<file path="src/hw/rtl/cdo_pkg.sv">
// cdo_pkg: widths, constants, status codes and shared types of the calendar
// date offset block. Depends on nothing; imported by every other file.
`default_nettype none

package cdo_pkg;

  // Day offset width; the design holds for 8 to 24 bits.
  localparam int OFFSET_BITS = 16;

  localparam int YEAR_IN_W = 12;
  localparam int MONTH_W   = 4;
  localparam int DAY_IN_W  = 5;
  localparam int STATUS_W  = 2;

  // Running day count: start day plus offset, signed.
  localparam int DAY_W  = OFFSET_BITS + 1;
  // Running year, signed. An offset spans fewer than 2**(OFFSET_BITS-9) years.
  localparam int YEAR_W = (OFFSET_BITS > 20) ? OFFSET_BITS - 6 : 14;

  localparam int FIRST_YEAR = 1900;
  localparam int MAX_YEAR   = 4095;
  localparam int YEAR_CYCLE = 400;
  localparam int CENTURY    = 100;
  localparam int LEAP_FEB   = 29;
  localparam int MONTHS     = 12;
  localparam int FEB        = 2;

  typedef enum logic [STATUS_W-1:0] {
    STAT_OK       = 2'd0,
    STAT_BAD_DATE = 2'd1,
    STAT_RANGE    = 2'd2
  } cdo_status_t;

  typedef struct packed {
    logic [YEAR_IN_W-1:0] year;
    logic [MONTH_W-1:0]   month;
    logic [DAY_IN_W-1:0]  day;
    cdo_status_t          status;
  } cdo_res_t;

  typedef struct packed {
    logic busy;   // item in progress, no new transfer taken
    logic done;   // result offered to the output register
  } cdo_ctl_t;

  // Common-year month lengths; zero for codes that are no month.
  function automatic logic [DAY_IN_W-1:0] month_len(input logic [MONTH_W-1:0] m);
    logic [DAY_IN_W-1:0] n;
    case (m)
      4'd1, 4'd3, 4'd5, 4'd7, 4'd8, 4'd10, 4'd12: n = 5'd31;
      4'd4, 4'd6, 4'd9, 4'd11:                     n = 5'd30;
      4'd2:                                        n = 5'd28;
      default:                                     n = 5'd0;
    endcase
    return n;
  endfunction

endpackage

`default_nettype wire

</file>
<file path="src/hw/rtl/cdo_days_in.sv">
// cdo_days_in: length of a month with the Gregorian leap rule.
// Takes year mod 4 and year mod 400 from the tracked counters. Uses cdo_pkg.
`default_nettype none

module cdo_days_in import cdo_pkg::*; (
  input  wire logic [MONTH_W-1:0]   month,
  input  wire logic [1:0]           year_lo2,
  input  wire logic [YEAR_IN_W-1:0] year_mod400,
  output logic      [DAY_IN_W-1:0]  days
);

  logic leap;

  // Divisible by 4, but a century is leap only when divisible by 400.
  always_comb begin
    leap = (year_lo2 == 2'd0) &&
           !(year_mod400 inside {YEAR_IN_W'(CENTURY), YEAR_IN_W'(2 * CENTURY),
                                 YEAR_IN_W'(3 * CENTURY)});
    if (month == MONTH_W'(FEB) && leap) begin
      days = DAY_IN_W'(LEAP_FEB);
    end else begin
      days = month_len(month);
    end
  end

endmodule

`default_nettype wire

</file>
<file path="src/hw/rtl/cdo_core.sv">
// cdo_core: sequencer and shared day adder that walk a date month by month.
// Uses cdo_pkg and cdo_days_in.
`default_nettype none

module cdo_core import cdo_pkg::*; (
  input  wire logic                   clk,
  input  wire logic                   rst_n,
  input  wire logic                   start,
  input  wire logic [YEAR_IN_W-1:0]   year_i,
  input  wire logic [MONTH_W-1:0]     month_i,
  input  wire logic [DAY_IN_W-1:0]    day_i,
  input  wire logic [OFFSET_BITS-1:0] offset_i,
  input  wire logic                   res_ready,
  output cdo_ctl_t                    ctl,
  output cdo_res_t                    res
);

  typedef enum logic [4:0] {
    ST_IDLE  = 5'b00001,
    ST_MOD   = 5'b00010,
    ST_CHECK = 5'b00100,
    ST_WALK  = 5'b01000,
    ST_DONE  = 5'b10000
  } cdo_state_t;

  cdo_state_t                 state_r, state_nxt;
  logic signed [YEAR_W-1:0]   y_r, y_nxt;
  logic [YEAR_IN_W-1:0]       y400_r, y400_nxt;
  logic [MONTH_W-1:0]         m_r, m_nxt;
  logic signed [DAY_W-1:0]    d_r, d_nxt;
  logic [OFFSET_BITS-1:0]     off_r, off_nxt;
  cdo_res_t                   res_r, res_nxt;

  logic                       back;
  logic                       wrap_dn;
  logic [MONTH_W-1:0]         m_dec;
  logic signed [YEAR_W-1:0]   y_dec, y_inc;
  logic [YEAR_IN_W-1:0]       y400_dec, y400_inc;
  logic                       use_dec;
  logic [MONTH_W-1:0]         dim_m;
  logic [1:0]                 dim_lo2;
  logic [YEAR_IN_W-1:0]       dim_y400;
  logic [DAY_IN_W-1:0]        dim;
  logic signed [DAY_W-1:0]    dim_ext, add_b, sum;
  logic                       out_of_range;
  logic                       bad_date;

  assign back    = off_r[OFFSET_BITS-1];
  assign wrap_dn = (m_r == MONTH_W'(1));
  assign m_dec   = wrap_dn ? MONTH_W'(MONTHS) : m_r - MONTH_W'(1);
  assign y_dec   = wrap_dn ? y_r - YEAR_W'(1) : y_r;
  assign y_inc   = y_r + YEAR_W'(1);

  always_comb begin
    if (!wrap_dn) begin
      y400_dec = y400_r;
    end else if (y400_r == '0) begin
      y400_dec = YEAR_IN_W'(YEAR_CYCLE - 1);
    end else begin
      y400_dec = y400_r - YEAR_IN_W'(1);
    end
    y400_inc = (y400_r == YEAR_IN_W'(YEAR_CYCLE - 1)) ? '0 : y400_r + YEAR_IN_W'(1);
  end

  // Backward steps need the length of the month stepped into.
  assign use_dec  = (state_r == ST_WALK) && back;
  assign dim_m    = use_dec ? m_dec       : m_r;
  assign dim_lo2  = use_dec ? y_dec[1:0]  : y_r[1:0];
  assign dim_y400 = use_dec ? y400_dec    : y400_r;

  cdo_days_in u_days_in (
    .month       (dim_m),
    .year_lo2    (dim_lo2),
    .year_mod400 (dim_y400),
    .days        (dim)
  );

  assign dim_ext = signed'({{(DAY_W-DAY_IN_W){1'b0}}, dim});

  // Shared adder: offset in on the check step, then one month per step.
  always_comb begin
    if (state_r == ST_CHECK) begin
      add_b = signed'({off_r[OFFSET_BITS-1], off_r});
    end else if (back) begin
      add_b = dim_ext;
    end else begin
      add_b = -dim_ext;
    end
  end
  assign sum = d_r + add_b;

  assign out_of_range = y_r[YEAR_W-1] ||
                        (y_r[YEAR_W-2:0] > (YEAR_W-1)'(MAX_YEAR));
  assign bad_date     = (y_r[YEAR_W-2:0] < (YEAR_W-1)'(FIRST_YEAR)) ||
                        (m_r == '0) || (m_r > MONTH_W'(MONTHS)) ||
                        (d_r == '0) || (d_r > dim_ext);

  always_comb begin
    state_nxt = state_r;
    y_nxt     = y_r;
    y400_nxt  = y400_r;
    m_nxt     = m_r;
    d_nxt     = d_r;
    off_nxt   = off_r;
    res_nxt   = res_r;
    case (state_r)
      ST_IDLE: begin
        if (start) begin
          y_nxt     = YEAR_W'(year_i);
          y400_nxt  = year_i;
          m_nxt     = month_i;
          d_nxt     = DAY_W'(day_i);
          off_nxt   = offset_i;
          state_nxt = ST_MOD;
        end
      end
      ST_MOD: begin
        // Year mod 400 by repeated subtraction.
        if (y400_r >= YEAR_IN_W'(YEAR_CYCLE)) begin
          y400_nxt = y400_r - YEAR_IN_W'(YEAR_CYCLE);
        end else begin
          state_nxt = ST_CHECK;
        end
      end
      ST_CHECK: begin
        if (bad_date) begin
          res_nxt   = '{year: '0, month: '0, day: '0, status: STAT_BAD_DATE};
          state_nxt = ST_DONE;
        end else begin
          d_nxt     = sum;
          state_nxt = ST_WALK;
        end
      end
      ST_WALK: begin
        if (!back && (d_r > dim_ext)) begin
          d_nxt = sum;
          if (m_r == MONTH_W'(MONTHS)) begin
            m_nxt    = MONTH_W'(1);
            y_nxt    = y_inc;
            y400_nxt = y400_inc;
          end else begin
            m_nxt = m_r + MONTH_W'(1);
          end
        end else if (back && (d_r < DAY_W'(1))) begin
          d_nxt    = sum;
          m_nxt    = m_dec;
          y_nxt    = y_dec;
          y400_nxt = y400_dec;
        end else begin
          if (out_of_range) begin
            res_nxt = '{year: '0, month: '0, day: '0, status: STAT_RANGE};
          end else begin
            res_nxt = '{year: y_r[YEAR_IN_W-1:0], month: m_r,
                        day: d_r[DAY_IN_W-1:0], status: STAT_OK};
          end
          state_nxt = ST_DONE;
        end
      end
      ST_DONE: begin
        if (res_ready) begin
          state_nxt = ST_IDLE;
        end
      end
      default: begin
        state_nxt = ST_IDLE;
      end
    endcase
  end

  always_ff @(posedge clk) begin
    if (!rst_n) begin
      state_r <= ST_IDLE;
    end else begin
      state_r <= state_nxt;
    end
  end

  always_ff @(posedge clk) begin
    y_r    <= y_nxt;
    y400_r <= y400_nxt;
    m_r    <= m_nxt;
    d_r    <= d_nxt;
    off_r  <= off_nxt;
    res_r  <= res_nxt;
  end

  assign ctl.busy = (state_r != ST_IDLE);
  assign ctl.done = (state_r == ST_DONE);
  assign res      = res_r;

endmodule

`default_nettype wire

</file>
<file path="src/hw/rtl/calendar_date_offset_top.sv">
// calendar_date_offset_top: Gregorian date plus signed day offset, with the
// output register. Uses cdo_pkg and cdo_core.
`default_nettype none

// Adds a signed day count to a Gregorian date. A start date is checked
// first (year 1900 or later, month 1..12, day within the month including
// 29 February in leap years); a bad date returns status 1 with zero fields.
// A good date is walked one month per clock through a single shared day
// adder, carrying into or borrowing from the year; a result year outside
// 0..4095 returns status 2 with zero fields. One item is in flight at a time:
// in_stall is high from the transfer until the result is handed to the
// output register. An item passes through the year mod 400 reduction, the
// date check, the month walk and the done state; a rejected start date
// skips the walk. The result register lets the next item start while a
// finished result still waits on out_stall.

module calendar_date_offset_top import cdo_pkg::*; (
  input  wire logic                   clk,
  input  wire logic                   rst_n,
  input  wire logic                   in_valid,
  output logic                        in_stall,
  input  wire logic [YEAR_IN_W-1:0]   in_start_year,
  input  wire logic [MONTH_W-1:0]     in_start_month,
  input  wire logic [DAY_IN_W-1:0]    in_start_day,
  input  wire logic [OFFSET_BITS-1:0] in_day_offset,
  output logic                        out_valid,
  input  wire logic                   out_stall,
  output logic [YEAR_IN_W-1:0]        out_result_year,
  output logic [MONTH_W-1:0]          out_result_month,
  output logic [DAY_IN_W-1:0]         out_result_day,
  output logic [STATUS_W-1:0]         out_status
);

  cdo_ctl_t ctl;
  cdo_res_t core_res;
  logic     start;
  logic     res_ready;
  logic     load;
  logic     out_valid_r, out_valid_nxt;
  cdo_res_t out_res_r;

  // Input transfer only while the core is idle.
  assign in_stall = ctl.busy;
  assign start    = in_valid && !in_stall;

  // The output register frees up when empty or when its transfer happens.
  assign res_ready = !out_valid_r || !out_stall;
  assign load      = ctl.done && res_ready;

  cdo_core u_core (
    .clk       (clk),
    .rst_n     (rst_n),
    .start     (start),
    .year_i    (in_start_year),
    .month_i   (in_start_month),
    .day_i     (in_start_day),
    .offset_i  (in_day_offset),
    .res_ready (res_ready),
    .ctl       (ctl),
    .res       (core_res)
  );

  always_comb begin
    out_valid_nxt = out_valid_r;
    if (load) begin
      out_valid_nxt = 1'b1;
    end else if (out_valid_r && !out_stall) begin
      out_valid_nxt = 1'b0;
    end
  end

  always_ff @(posedge clk) begin
    if (!rst_n) begin
      out_valid_r <= 1'b0;
    end else begin
      out_valid_r <= out_valid_nxt;
    end
  end

  // Payload holds while stalled: only loaded when the slot frees.
  always_ff @(posedge clk) begin
    if (load) begin
      out_res_r <= core_res;
    end
  end

  assign out_valid        = out_valid_r;
  assign out_result_year  = out_res_r.year;
  assign out_result_month = out_res_r.month;
  assign out_result_day   = out_res_r.day;
  assign out_status       = out_res_r.status;

endmodule

`default_nettype wire

</file>
<file path="config.mk">
export PLATFORM = sky130hd
export DESIGN_NAME = calendar_date_offset_top
export DESIGN_NICKNAME = d
export VERILOG_FILES = /design/src/hw/rtl/cdo_pkg.sv /design/src/hw/rtl/cdo_days_in.sv /design/src/hw/rtl/cdo_core.sv /design/src/hw/rtl/calendar_date_offset_top.sv
export SDC_FILE = /design/constraint.sdc
export NUM_CORES = 1
export LEC_CHECK = 0
export BUFFER_PORTS_ARGS = -buffer_cell sky130_fd_sc_hd__buf_2
export CAP_MARGIN = 0
export CORE_MARGIN = 2
export CORE_UTILIZATION = 55
export DETAILED_ROUTE_END_ITERATION = 16
export PLACE_DENSITY = 0.77
export SLEW_MARGIN = 20
export SYNTH_ARGS = -nofsm -noshare
export SYNTH_HDL_FRONTEND = slang
export SYNTH_HIERARCHICAL = 1
export SYNTH_SLANG_ARGS = --single-unit
</file>
<file path="constraint.sdc">
create_clock -name clk -period 5.6 [get_ports clk]
set_input_delay 0.56 -clock clk [delete_from_list [all_inputs] [get_ports clk]]
set_output_delay 0.56 -clock clk [all_outputs]
set_load 0.02 [all_outputs]
</file>
Yosys cells after proc, flatten, opt, wreduce, memory -nomap -nowiden
Memory sizes are Yosys's and may differ from the RTL's.
Cells that the tools add are included.
Cells by class
  add/sub/neg operators: 9
  $mul: 0
  div/mod/pow operators: 0
  $lt $le $gt $ge: 6
  equality and inequality tests: 24
  shift-type cells: 0
  multiplexer cells: 46
  bitwise operators: 0
  reductions and logical operators: 37
Operators with widths (count)
  2-to-1 mux 12 bit: 9
  2-to-1 mux 17 bit: 6
  2-to-1 mux 23 bit: 4
  2-to-1 mux 14 bit: 5
  one-hot mux 17 bit (3 select lines): 1
  one-hot mux 23 bit (2 select lines): 1
  one-hot mux 12 bit (3 select lines): 1
  2-to-1 mux 5 bit: 7
  one-hot mux 14 bit (2 select lines): 1
  one-hot mux 5 bit (5 select lines): 1
  equality test 12 x 9 -> 1 bit, second input constant: 2
  2-to-1 mux 4 bit: 6
  adder 17 bit: 1
  greater-than comparator 17 x 6 -> 1 bit: 1
  logical NOT 17 bit: 1
  less-than comparator 17 x 2 -> 1 bit, second input constant: 1
  negator 5 -> 17 bit: 1
  AND reduction 5 bit: 3
  adder 14 x 2 -> 14 bit, second input constant: 1
  subtractor 14 x 2 -> 14 bit, second input constant: 1
  greater-than comparator 13 x 12 -> 1 bit, second input constant: 1
  less-than comparator 13 x 11 -> 1 bit, second input constant: 1
  adder 12 x 1 -> 12 bit, second input constant: 1
  equality test 12 x 7 -> 1 bit, second input constant: 1
  other kinds (34): 64
Word-level totals
  register bits: 115
  latch bits: 0
  memory bits (writable): 0
  memory bits (read-only): 80
  input bits: 41
  memories: 1
Memory list
  (name not given): words 16, bits a word 5, read ports 1, clocked after memory_dff 0, wr ports 0, RTL line cdo_pkg.sv:49  | case (m)

Longest topological paths before layout
Gate-level depths: netlist of run 1.
  word-level depth: 17
  mapped depth: 26
  depth with buffers taken out: 25

Hierarchy
The synthesis of run 1 kept the hierarchy.
Modules (own cells, without submodules)
  cdo_core: times used 1, cells an instance 737, area an instance 6760.2 um2, sequential area each 2682.6 um2
  calendar_date_offset_top: times used 1, cells an instance 29, area an instance 738.2 um2, sequential area each 710.7 um2
  cdo_days_in: times used 1, cells an instance 21, area an instance 152.6 um2, sequential area each 0.0 um2

Worst setup path before layout of run 1
OpenSTA, ideal clock, no wires.
  path type: reg2reg
  start: register u_core.y400_r[4]
  end: register u_core.d_r[0] (enable)
  setup time: 412 ps
  arrival: 5087 ps
  slack: 100 ps
  cell stages (with the launch flop): 19
  buffers on the path: 1
  path through: edfxtp_1 > clkbuf_1 > inv_1 > ha_1 > nand2b_1 > nor3_4 > and2b_1 > a21oi_1 > mux2_2 > or4_4 > nor3_2 > o221ai_1 > a41o_1 > ha_1 > o221ai_1 > a21oi_2 > o21ai_1 > nor2_1 > nor3_1
Between the ends
  cells in the longest elaborated chain, start to end: 14
  elaborated cells between the ends (all ways): 19
  those cells by class: 1 x add/sub; 1 x order compare; 5 x eq/ne; 4 x mux; 8 x reduce/logical
Ends and longest elaborated chain
  from (decl): RTL line cdo_core.sv:28  | logic [YEAR_IN_W-1:0] y400_r, y400_nxt;
  from (signal assigned): RTL line cdo_core.sv:180  | y400_r <= y400_nxt;
  subtractor 12 x 1 -> 12 bit / logical NOT 12 bit (equally long branches): RTL line cdo_core.sv:60, cdo_core.sv:57
  2-to-1 mux 12 bit (*): RTL line cdo_core.sv:57  | end else if (y400_r == '0) begin
  2-to-1 mux 12 bit (*): RTL line cdo_core.sv:55  | if (!wrap_dn) begin
  2-to-1 mux 12 bit (*): RTL line cdo_core.sv:69  | assign dim_y400 = use_dec ? y400_dec : y400_r;
  via u_core.dim_y400[9]: RTL line cdo_core.sv:42  | logic [YEAR_IN_W-1:0] dim_y400;
  equality test 12 x 7 -> 1 bit, or another cell as far along: RTL line cdo_days_in.sv:17  | !(year_mod400 inside {YEAR_IN_W'(CENTURY), YEAR_IN_W'(2 * CENTURY),
  nonzero test 3 bit (*): RTL line cdo_days_in.sv:17
  logical NOT 1 bit (*): RTL line cdo_days_in.sv:17
  logical AND 1 bit (*): RTL line cdo_days_in.sv:16  | leap = (year_lo2 == 2'd0) &&
  logical AND 1 bit (*): RTL line cdo_days_in.sv:19  | if (month == MONTH_W'(FEB) && leap) begin
  2-to-1 mux 5 bit (*): RTL line cdo_days_in.sv:19
  via u_core.dim[0]: RTL line cdo_core.sv:43  | logic [DAY_IN_W-1:0] dim;
  greater-than comparator 17 x 6 -> 1 bit (*): RTL line cdo_core.sv:96, cdo_core.sv:135
  logical AND 1 bit / logical OR 1 bit (equally long branches): RTL line cdo_core.sv:135, cdo_core.sv:96
  != test 3 bit (no source line) / != test 2 bit (equally long branches)
  AND reduction 4 bit (no source line) (*)
  to (signal assigned): RTL line cdo_core.sv:182  | d_r <= d_nxt;
  to (decl): RTL line cdo_core.sv:30  | logic signed [DAY_W-1:0] d_r, d_nxt;
The timed path passes the listed nets; every way through them passes the cells marked *.
A chain may end at the register's enable or synchronous reset.

Worst setup path in the final report of run 1
  start: register u_core.m_r[1]
  end: register u_core.d_r[15], data pin
Between the ends
  cells in the longest elaborated chain, start to end: 16
  elaborated cells between the ends (all ways): 29
  those cells by class: 3 x add/sub; 1 x order compare; 5 x eq/ne; 13 x mux; 6 x reduce/logical; 1 x memory
Ends and longest elaborated chain
  from (decl): RTL line cdo_core.sv:29  | logic [MONTH_W-1:0] m_r, m_nxt;
  from (signal assigned): RTL line cdo_core.sv:181  | m_r <= m_nxt;
  equality test 4 x 1 -> 1 bit (*): RTL line cdo_core.sv:49  | assign wrap_dn = (m_r == MONTH_W'(1));
  2-to-1 mux 12 bit (*): RTL line cdo_core.sv:55
  2-to-1 mux 12 bit (*): RTL line cdo_core.sv:69
  via u_core.dim_y400[11]: RTL line cdo_core.sv:42
  equality test 12 x 7 -> 1 bit, or another cell as far along: RTL line cdo_days_in.sv:17
  nonzero test 3 bit (*): RTL line cdo_days_in.sv:17
  logical NOT 1 bit (*): RTL line cdo_days_in.sv:17
  logical AND 1 bit (*): RTL line cdo_days_in.sv:16
  [2 not listed]
  via u_core.dim[0]: RTL line cdo_core.sv:43
  negator 5 -> 17 bit: RTL line cdo_core.sv:87  | add_b = -dim_ext;
  2-to-1 mux 17 bit: RTL line cdo_core.sv:84  | end else if (back) begin
  2-to-1 mux 17 bit: RTL line cdo_core.sv:82  | if (state_r == ST_CHECK) begin
  adder 17 bit: RTL line cdo_core.sv:90  | assign sum = d_r + add_b;
  2-to-1 mux 17 bit: RTL line cdo_core.sv:144  | end else if (back && (d_r < DAY_W'(1))) begin
  2-to-1 mux 17 bit: RTL line cdo_core.sv:135  | if (!back && (d_r > dim_ext)) begin
  one-hot mux 17 bit (3 select lines) (*): RTL line cdo_core.sv:106  | case (state_r)
The timed path passes the listed nets; every way through them passes the cells marked *. The select of a mux whose other input is x is not followed.

==> results of run 1 <==
[metrics by stage]
stage          TNS [ns]  hold slack (ns)  setup WS [ns]  utilization  cells
6_report              0           0.3049         0.2483       0.6596   1062
5_1_grt         -0.2343           0.3006       -0.06113       0.6596   1062
4_1_cts        -0.01613           0.2954      -0.008237       0.6422   1052
3_5_place_dp   -0.07482           0.4045       -0.04046       0.6005   1020
3_3_place_gp          0           0.4006        0.03797       0.6005   1020
2_1_floorplan         0           0.4003         0.1002            -    787
[metal layers]
| layer | wire (um) | GRT usage |
|---|---|---|
| met1 | 8731 | 0.3906 |
| met2 | 9602 | 0.4466 |
| met3 | 1535 | 0.04775 |
| met4 | 585 | 0.1236 |
| met5 | 0 | 0 |
[layout make-up]
| type | instances | area, um^2 |
|---|---|---|
| Tap cell | 180 | 225.2 |
| Inverter | 30 | 112.6 |
| Fill cell | 1067 | 4669 |
| Timing Repair Buffer | 115 | 700.7 |
| Clock buffer | 17 | 425.4 |
| Sequential cell | 115 | 3393 |
| Multi-Input combinational cell | 590 | 4059 |
| Clock inverter | 15 | 133.9 |
[state kept, by name, summed over array words and instances (netlist names)]
name and flops:
out_result_month 4, out_valid 1, out_status 2, u_core/d_r 17
u_core/state_r 5, u_core/off_r 16, u_core/y400_r 12, u_core/res 23
u_core/m_r 4, out_result_day 5, out_result_year 12, u_core/y_r 14
[worst paths after layout]
check | from | end | slack (ns)
max reg2reg | u_core/m_r[1]$_DFFE_PP_ | u_core/d_r[15]$_SDFFCE_PP0P_ | 0.25
min reg2reg | u_core/res[13]$_SDFFCE_PP0P_ | out_result_year[2]$_DFFE_PP_ | 0.42
max | u_core/m_r[1]$_DFFE_PP_ | u_core/d_r[15]$_SDFFCE_PP0P_ | 0.25
min | in_day_offset[1] | u_core/off_r[1]$_DFFE_PP_ | 0.30
[power by group through the flow]
| stage | registers (uW) | logic (uW) | clock network, uW |
|---|---|---|---|
| after floorplan | 1220 | 1140 | 0 |
| after detailed placement | 1300 | 1470 | 0 |
| after global placement | 1300 | 1420 | 0 |
| after global routing | 1320 | 1780 | 1080 |
| after CTS | 1290 | 1490 | 1040 |
| final | 1300 | 1630 | 1020 |
[cell families (layout without fill, tap and decap cells)]
family | after synthesis | count (layout)
and+or+nand+nor | 303 | 303
DFF | 115 | 115
xor gates and xnor gates | 48 | 48
buffers and inverters | 82 | 177
muxes | 15 | 15
adders and majority gates | 35 | 35
AOI/OAI and AO/OA | 189 | 189
[worst register-to-register path, cell delays in order (launching register included)]
cell and delay [ns]:
edfxtp_1 0.41, inv_2 0.13, ha_4 0.15, nor3b_4 0.22, nand4_1 0.18, nor4_2 0.31, mux2i_1 0.27, o21ai_1 0.08
or4_4 0.52, nor3_4 0.17, o221ai_2 0.13, a41o_1 0.30, inv_2 0.11, nand4_1 0.10, nor2_1 0.13, o21ai_1 0.11
buf_4 0.24, buf_4 0.15, o21a_1 0.10, ha_1 0.34, and3_4 0.22, a221oi_1 0.34, o21bai_1 0.12, nor3_1 0.18
nor3_1 0.06
[what timing repair did]
item	in CTS	in global routing
resized for setup	2	43
pin swaps	0	13
endpoints found under the setup margin	3	33
buffers inserted	0	10
[cell usage in the layout (no fill, tap or decap), types with 17 or more instances in the layout]
cell / synthesis / routed
nand2_1: 59 / 58
edfxtp_1: 109 / 109
nand3_1: 34 / 32
xor2_1: 24 / 24
and3_1: 30 / 28
clkbuf_16: 0 / 17
a21oi_1: 46 / 40
nor2_1: 79 / 79
inv_1: 30 / 27
o21a_1: 17 / 17
xnor2_1: 24 / 24
ha_1: 34 / 25
nor3_1: 24 / 21
buf_2: 13 / 65
o21ai_0: 38 / 33
buf_4: 8 / 50
==> out/results.txt, run 1 <==
Post-synth top flop - edfxtp_1
Pwr Density - 436.6 nW/um^2
Largest family of logic cells by synthesized area - simple AND/OR/NAND/NOR gates
Routed vias/inst - 6.239
Number of enable flip-flop cells after synthesis - 109
Reg power frac - 0.329
Post-route DRC - 0
CP Depth - 24
Syn_nets - 863
Most frequent cell after synthesis - edfxtp_1
Count of different cell masters after synthesis - 83
Worst Clk Skew - 0.009045 ns
Register area share after synthesis - 0.4435
Simple-gate share of the synthesized area - 0.2093
WHS Path Cells - 1
Critical path buffer and inverter count - 4
CORE AREA - 13720 um^2
Final Routed Wirelength - 20450 um
Ports - 66
Yosys top cell by area - edfxtp_1
Int Power - 2409 uW
CTS tree - done
Post-synth top area share - 0.4278
MaxCap Viol Count - 0
Clock Path Buffers - 2
XOR/XNOR Fraction of Synth Area - 0.05495
Gpl congestion - 0.9831
DRT antenna net count - 0
Crit path largest cell delay - 0.52 ns
Delay-heaviest family, CP - simple AND/OR/NAND/NOR gates
Synth-to-Final Area Change - 18.28%
Number of synthesized register bits - 115
Clk Latency, worst-skew pair - 0.43 ns
Average cell area after synthesis - 9.722 um^2
Worst-path clk slew - 0.06 ns
Worst EP required - 5.75 ns
CTS H-Tree Depth - 4
TritonCTS Sinks - 115
YS warnings - 6
Worst EP arrival - 5.50 ns
R2r worst-path depth - 24
Largest net degree at the start of global routing - 47
Die X - 121.9 um
Critical Path End Type - flop
Layout cells sized above 1 - 0.2324
F_max - 186.9 MHz
Clk root buf - clkbuf_16
Rows - 43
Final setup viols - 0
Routed len/inst - 19.26 um
Synth top cells by count - edfxtp_1 (109), nor2_1 (79), nand2_1 (59)
Ys async rst share - 0
Final Hold Viols - 0
NetSw - 1542 uW
TritonCTS buffer count - 17
Actual slew at the worst max-slew pin - 1.038 ns
Mux contribution to synthesized area - 0.02044
DRT Pass-1 Iters - 5
Cell Area, Synth - 7651 um^2
VDD IR max - 0.0002314 V
Fin crit period - 5.352 ns
Number of global-route vias before repair - 6288
Placed Area - 8238 um^2
Status - complete, no violations
Hold_buf cts - 0
Global router's overall resource usage - 0.2847
Net Sw Frac - 0.3903
Clk network pwr share - 0.259
Post-Synth Adder-Cell Area - 0.05822
Vias - 6626
Diodes inserted - 0
Critical path peak fanout - 5
# port buffers - 65
DP Wirelength - 14580 um
Synth Area in Compound Gates - 0.1637
Worst slew margin - 0.3063
P_leak - 0.003742 uW
Die height - 121.9 um
First-pass GRT wire length - 32480 um
Worst setup SP type - flop
Final Instance Area - 9050 um^2
Layout Nets - 945
Starting Density - 0.5577
Mapped Cells - 787
Hold WC Path Type - input port to flop
Setup Crit Path Kind - flop to flop
Worst-path cell chain - inv_2 > ha_4 > nor3b_4 > nand4_1 > nor4_2 > mux2i_1 > o21ai_1 > or4_4 > nor3_4 > o221ai_2 > a41o_1 > inv_2 > nand4_1 > nor2_1 > o21ai_1 > buf_4 > buf_4 > o21a_1 > ha_1 > and3_4 > a221oi_1 > o21bai_1 > nor3_1 > nor3_1
Total power - 3951 uW
Initial antenna violation count - 0
Comb power frac - 0.412
GR Overflow Total - 0
Critical-path top delay cell - or4_4
Synth area leaders - edfxtp_1 (43%), ha_1 (5.6%), nor2_1 (3.9%)
Final worst-path cycle share - 0.9557
Max-slew violation count - 0
Die area - 14870 um^2
Initial DRC Count - 784
Note: power is estimated with default switching activity, not from simulation.
==> run 2, diff against run 1 <==
--- a/config.mk
+++ b/config.mk
@@ -8,9 +8,9 @@
 export BUFFER_PORTS_ARGS = -buffer_cell sky130_fd_sc_hd__buf_2
 export CAP_MARGIN = 0
 export CORE_MARGIN = 2
-export CORE_UTILIZATION = 55
+export CORE_UTILIZATION = 33
 export DETAILED_ROUTE_END_ITERATION = 16
-export PLACE_DENSITY = 0.77
+export PLACE_DENSITY = 0.54
 export SLEW_MARGIN = 20
 export SYNTH_ARGS = -nofsm -noshare
 export SYNTH_HDL_FRONTEND = slang
==> run 2 against run 1 <==
  * Clock power rose by 11%
  * Clock skew up 0.0037 ns
  * Fmax is 0.21% higher
  * Via count shrank 6.6%
  * Register-to-register slack barely moved
  * Wire length down 0.83%
  * Utilization down 26 points
  * Combinational power is 4% lower
  * Worst hold slack improved by 0.0071 ns
  * Critical path type unchanged
==> out/results.txt, run 2 (synthesis results as in run 1) <==
Clock Path Buffers - 2 (unchanged)
Die area - 24420 um^2 (was 14870 um^2)
F_max - 187.3 MHz (was 186.9 MHz)
Die height - 156.3 um (was 121.9 um)
Final Routed Wirelength - 20280 um (was 20450 um)
# port buffers - 65 (unchanged)
Diodes inserted - 0 (unchanged)
Final worst-path cycle share - 0.9536 (was 0.9557)
Global router's overall resource usage - 0.1699 (was 0.2847)
DP Wirelength - 14390 um (was 14580 um)
Gpl congestion - 0.9006 (was 0.9831)
Worst-path clk slew - 0.06 ns (about the same)
Post-route DRC - 0 (unchanged)
CTS tree - done (unchanged)
Worst slew margin - 0.4846 (was 0.3063)
Inst Count DP - 1127 (was 1020)
First-pass GRT wire length - 32110 um (was 32480 um)
Initial antenna violation count - 0 (unchanged)
Clk Latency, worst-skew pair - 0.43 ns (about the same)
RSZ-0062 raised after global routing - true
Rows - 55 (was 43)
TritonCTS Sinks - 115 (unchanged)
Number of global-route vias before repair - 5897 (was 6288)
Starting Density - 0.3369 (was 0.5577)
Synth-to-Final Area Change - 19.80% (was 18.28%)
Final Non-Filler Cells - 1165 (was 1062)
Critical Path Sink - u_core/d_r[16]$_SDFFCE_PP0P_ (was u_core/d_r[15]$_SDFFCE_PP0P_)
Setup Crit Path Kind - flop to flop (unchanged)
Delay-heaviest family, CP - simple AND/OR/NAND/NOR gates (unchanged)
Routed len/inst - 17.41 um (was 19.26 um)
Worst setup SP type - flop (unchanged)
CORE AREA - 22710 um^2 (was 13720 um^2)
Routed vias/inst - 5.310 (was 6.239)
Crit path largest cell delay - 0.55 ns (was 0.52 ns)
Hold WC Path Type - input port to flop (unchanged)
Placed Area - 8384 um^2 (was 8238 um^2)
Final Hold Viols - 0 (unchanged)
Critical Path End Type - flop (unchanged)
Max reg flops - 23 (unchanged)
Critical path buffer and inverter count - 2 (was 4)
DRT antenna net count - 0 (unchanged)
Critical path peak fanout - 5 (unchanged)
R2r worst-path depth - 25 (was 24)
Leading cell type in the layout, fill and taps excluded - edfxtp_1 (unchanged)
Worst Clk Skew - 0.01279 ns (was 0.009045 ns)
VDD IR max - 0.0001671 V (was 0.0002314 V)
Hold_buf cts - 0 (unchanged)
Reg2Reg Launch Point - u_core/m_r[1]$_DFFE_PP_ (unchanged)
Total power - 3988 uW (was 3951 uW)
Layout cells sized above 1 - 0.2170 (was 0.2324)
Actual slew at the worst max-slew pin - 0.7723 ns (was 1.038 ns)
GR Overflow Total - 0 (unchanged)
Setup slack, reg-to-reg - 0.26 ns (was 0.25 ns)
TritonCTS buffer count - 17 (unchanged)
Status - complete, no violations (unchanged)
Worst EP arrival - 5.48 ns (was 5.50 ns)
RR Endpoint - u_core/d_r[16]$_SDFFCE_PP0P_ (was u_core/d_r[15]$_SDFFCE_PP0P_)
Setup TNS - 0 ns (unchanged)
Clk root buf - clkbuf_16 (unchanged)
Largest net degree at the start of global routing - 32 (was 47)
Final setup viols - 0 (unchanged)
CP Depth - 25 (was 24)
MaxCap Viol Count - 0 (unchanged)
Final Instance Area - 9166 um^2 (was 9050 um^2)
Critical-path top delay cell - or4_4 (unchanged)
Fin crit period - 5.340 ns (was 5.352 ns)
Worst EP required - 5.74 ns (was 5.75 ns)
Die X - 156.3 um (was 121.9 um)
P_leak - 0.003755 uW (was 0.003742 uW)
Vias - 6186 (was 6626)
Initial DRC Count - 594 (was 784)
Crit path from - u_core/m_r[1]$_DFFE_PP_ (unchanged)
CTS H-Tree Depth - 4 (unchanged)
Pwr Density - 435.0 nW/um^2 (was 436.6 nW/um^2)
Layout Nets - 943 (was 945)
Ports - 66 (unchanged)
Most frequent cells in the layout - edfxtp_1 (109), nor2_1 (79), buf_2 (65) (unchanged)
DRT Pass-1 Iters - 5 (unchanged)
Max-slew violation count - 0 (unchanged)
## run 2: repair_timing
action	in CTS	in global routing
endpoints found under the setup margin	0	8
resized for setup	0	27
buffers inserted	0	6
## run 2: where the power goes
part	switching, uW	total [uW]	internal (uW)
Clock	423	1130	705
Combinational	933	1570	636
Sequential	154	1290	1140
Total	1510	3990	2480
## run 2: stage by stage
step | hold WS, ns | worst slack, ns | util
CTS | 0.2940 | 0.08593 | 0.3959
finish | 0.3120 | 0.2598 | 0.4036
global route | 0.2916 | -0.05677 | 0.4036
global placement | 0.4027 | 0.1416 | 0.3692
floorplan | 0.4003 | 0.1002 | -
detailed placement | 0.4045 | 0.1248 | 0.3692
## run 2: cell type report
class                           count  area [um^2]
Sequential cell                   115         3393
Timing Repair Buffer              113        685.7
Clock buffer                       18        429.2
Clock inverter                     14        176.4
Tap cell                          285        356.6
Inverter                           30        112.6
Fill cell                        2230        13540
Multi-Input combinational cell    590         4013
## run 2: how the worst min path moves through the flow
stage,start,to,slack [ns],depth (start not counted)
global route,in_day_offset[12],u_core/off_r[12]$_DFFE_PP_,0.29,1
global placement,u_core/res[8]$_SDFFCE_PP0P_,out_result_month[1]$_DFFE_PP_,0.40,0
floorplan,u_core/res[2]$_SDFFCE_PP0P_,out_result_day[0]$_DFFE_PP_,0.40,0
finish,in_day_offset[12],u_core/off_r[12]$_DFFE_PP_,0.31,1
detailed placement,u_core/res[3]$_SDFFCE_PP0P_,out_result_day[1]$_DFFE_PP_,0.40,0
CTS,in_day_offset[8],u_core/off_r[8]$_DFFE_PP_,0.29,1
## run 2: routing by layer
| metal | vias to the layer above | global-route usage | share of wire |
|---|---|---|---|
| met4 | 0 | 0.05505 | 0.014 |
| met3 | 20 | 0.03046 | 0.042 |
| li1 | 3076 | - | - |
| met2 | 155 | 0.2555 | 0.45 |
| met1 | 2935 | 0.2469 | 0.50 |
| met5 | - | 0 | 0 |
==> run 3, diff against run 2 <==
--- a/config.mk
+++ b/config.mk
@@ -10,7 +10,7 @@
 export CORE_MARGIN = 2
 export CORE_UTILIZATION = 33
 export DETAILED_ROUTE_END_ITERATION = 16
-export PLACE_DENSITY = 0.54
+export PLACE_DENSITY = 0.56
 export SLEW_MARGIN = 20
 export SYNTH_ARGS = -nofsm -noshare
 export SYNTH_HDL_FRONTEND = slang
==> run 3 against run 2 <==
  * Via count is 1.4% lower
  * Worst setup slack worse by 0.027 ns
  * First-iteration DRC count is 31% lower
  * Count of clock-buffer cells in the layout stayed put
  * Fmax is 0.51% lower
  * Register-to-register slack worse by 0.03 ns
  * Largest power group unchanged
  * Worst hold slack better by 0.0040 ns
  * Largest cell class unchanged
  * Highest routed layer unchanged
  * Critical path depth is 1 higher
  * Global-route usage is 0.42 points lower
==> out/results.txt, run 3 (synthesis results as in run 1) <==
Worst EP arrival - 5.53 ns (was 5.48 ns)
Actual slew at the worst max-slew pin - 1.104 ns (was 0.7723 ns)
Ports - 66 (unchanged)
Final Hold Viols - 0 (unchanged)
Critical path peak fanout - 6 (was 5)
Initial DRC Count - 411 (was 594)
Pre-CTS setup slack - 0.1662 ns (was 0.1248 ns)
Final setup viols - 0 (unchanged)
P_leak - 0.003741 uW (was 0.003755 uW)
Delay-heaviest family, CP - simple AND/OR/NAND/NOR gates (unchanged)
Status - complete, no violations (unchanged)
Starting Density - 0.3369 (unchanged)
TritonCTS Sinks - 115 (unchanged)
VDD IR max - 0.0001532 V (was 0.0001671 V)
Layout cells sized above 1 - 0.2125 (was 0.2170)
Fillers - 2256 (was 2230)
Hold WC Path Type - input port to flop (unchanged)
Worst slew margin - 0.2643 (was 0.4846)
Worst setup SP type - flop (unchanged)
Clk Latency, worst-skew pair - 0.41 ns (was 0.43 ns)
Global router's overall resource usage - 0.1657 (was 0.1699)
First-pass GRT wire length - 31290 um (was 32110 um)
Largest net degree at the start of global routing - 47 (was 32)
DRT Pass-1 Iters - 5 (unchanged)
Clk root buf - clkbuf_16 (unchanged)
Synth-to-Final Area Change - 18.82% (was 19.80%)
Vias - 6101 (was 6186)
Die area - 24420 um^2 (unchanged)
Post-route DRC - 0 (unchanged)
# port buffers - 65 (unchanged)
Final worst-path cycle share - 0.9585 (was 0.9536)
Critical Path End Type - flop (unchanged)
Critical Path Sink - u_core/d_r[12]$_SDFFCE_PP0P_ (was u_core/d_r[16]$_SDFFCE_PP0P_)
F_max - 186.3 MHz (was 187.3 MHz)
Final Core Density - 0.4003 (was 0.4036)
Final worst setup slack - 0.2326 ns (was 0.2598 ns)
Crit path largest cell delay - 0.51 ns (was 0.55 ns)
Rows - 55 (unchanged)
Pwr Density - 429.4 nW/um^2 (was 435.0 nW/um^2)
Reg2Reg Launch Point - u_core/m_r[1]$_DFFE_PP_ (unchanged)
Final Routed Wirelength - 19850 um (was 20280 um)
DP Wirelength - 14240 um (was 14390 um)
Critical-path top delay cell - or4_4 (unchanged)
Worst-path clk slew - 0.06 ns (about the same)
CP Depth - 26 (was 25)
Crit path from - u_core/m_r[1]$_DFFE_PP_ (unchanged)
Fin crit period - 5.367 ns (was 5.340 ns)
Diodes inserted - 0 (unchanged)
Routed vias/inst - 5.237 (was 5.310)
Gpl congestion - 0.8501 (was 0.9006)
Setup slack, reg-to-reg - 0.23 ns (was 0.26 ns)
Hold Slack - 0.3160 ns (was 0.3120 ns)
Most frequent cells in the layout - edfxtp_1 (109), nor2_1 (78), buf_2 (65) (was edfxtp_1 (109), nor2_1 (79), buf_2 (65))
MaxCap Viol Count - 0 (unchanged)
R2r worst-path depth - 26 (was 25)
Max reg flops - 23 (unchanged)
Die X - 156.3 um (unchanged)
CTS tree - done (unchanged)
RR Endpoint - u_core/d_r[12]$_SDFFCE_PP0P_ (was u_core/d_r[16]$_SDFFCE_PP0P_)
Routed len/inst - 17.04 um (was 17.41 um)
Setup Crit Path Kind - flop to flop (unchanged)
Layout Nets - 943 (unchanged)
DRT antenna net count - 0 (unchanged)
Leading cell type in the layout, fill and taps excluded - edfxtp_1 (unchanged)
Number of global-route vias before repair - 5758 (was 5897)
Die height - 156.3 um (unchanged)
Critical path buffer and inverter count - 3 (was 2)
Worst EP required - 5.77 ns (was 5.74 ns)
Clock Path Buffers - 2 (unchanged)
CTS H-Tree Depth - 4 (unchanged)
TritonCTS buffer count - 17 (unchanged)
Max-slew violation count - 0 (unchanged)
Worst Clk Skew - 0.008321 ns (was 0.01279 ns)
CORE AREA - 22710 um^2 (unchanged)
GR Overflow Total - 0 (unchanged)
Hold_buf cts - 0 (unchanged)
Initial antenna violation count - 0 (unchanged)
==> run 3: cell types whose count changed in the layout (fill, tap and decap cells not counted), sizes merged <==
cell and delta:
clkinv +2, inv -2, bufinv -1, clkinvlp +1
==> run 3: layout make-up <==
cell class	instances	area, um^2	share of cell area
Tap cell	285	356.6	0.03922
Sequential cell	115	3393	0.3732
Timing Repair Buffer	113	689.4	0.07583
Multi-Input combinational cell	590	3973	0.4370
Clock inverter	14	137.6	0.01514
Inverter	30	112.6	0.01239
Clock buffer	18	429.2	0.04721
==> run 3: through the flow <==
stage	area [um^2]	std cells	power, uW	setup TNS (ns)
3_3_place_gp	8384	1127	2771	0
6_report	9091	1165	3904	0
3_5_place_dp	8384	1127	2772	0
5_1_grt	9091	1165	4166	-0.1275
4_1_cts	8951	1159	3846	0
2_1_floorplan	7651	787	2362	0
==> run 3: worst min-delay path by stage <==
stage	start	endpoint	slack [ns]	depth (start not counted)
finish	in_day_offset[8]	u_core/off_r[8]$_DFFE_PP_	0.32	1
global placement	u_core/res[7]$_SDFFCE_PP0P_	out_result_month[0]$_DFFE_PP_	0.40	0
detailed placement	u_core/res[8]$_SDFFCE_PP0P_	out_result_month[1]$_DFFE_PP_	0.40	0
global route	in_day_offset[8]	u_core/off_r[8]$_DFFE_PP_	0.30	1
floorplan	u_core/res[2]$_SDFFCE_PP0P_	out_result_day[0]$_DFFE_PP_	0.40	0
CTS	in_day_offset[13]	u_core/off_r[13]$_DFFE_PP_	0.30	1
==> run 3: routing by layer <==
metal / routed length, um / track usage / share of wire
met1: 10090 / 0.2355 / 0.51
met2: 8601 / 0.2522 / 0.43
met3: 792 / 0.03323 / 0.040
met4: 366 / 0.05505 / 0.018
met5: 0 / 0 / 0
==> run 3: worst register-to-register path: cells and delay by family, from the launching register on <==
family                   cells  cell delay [ns]
flip-flops                   1             0.40
adder cells (fa/ha/maj)      4             0.87
buffers and inverters        3             0.40
multiplexers                 2             0.60
AO/OA/AOI/OAI                7             1.05
AND/OR/NAND/NOR             10             1.81
==> run 3: where the power goes <==
part,internal (uW),leakage (uW),total (uW),switching [uW]
clock network,651,0.000274,1060,404
registers,1140,0.00117,1280,148
logic,630,0.00230,1560,934
==> run 3: timing repair <==
item / 4_1_cts / 5_1_grt
buffers inserted: 0 / 6
gates resized for setup: 0 / 27
endpoints found under the setup margin: 0 / 8
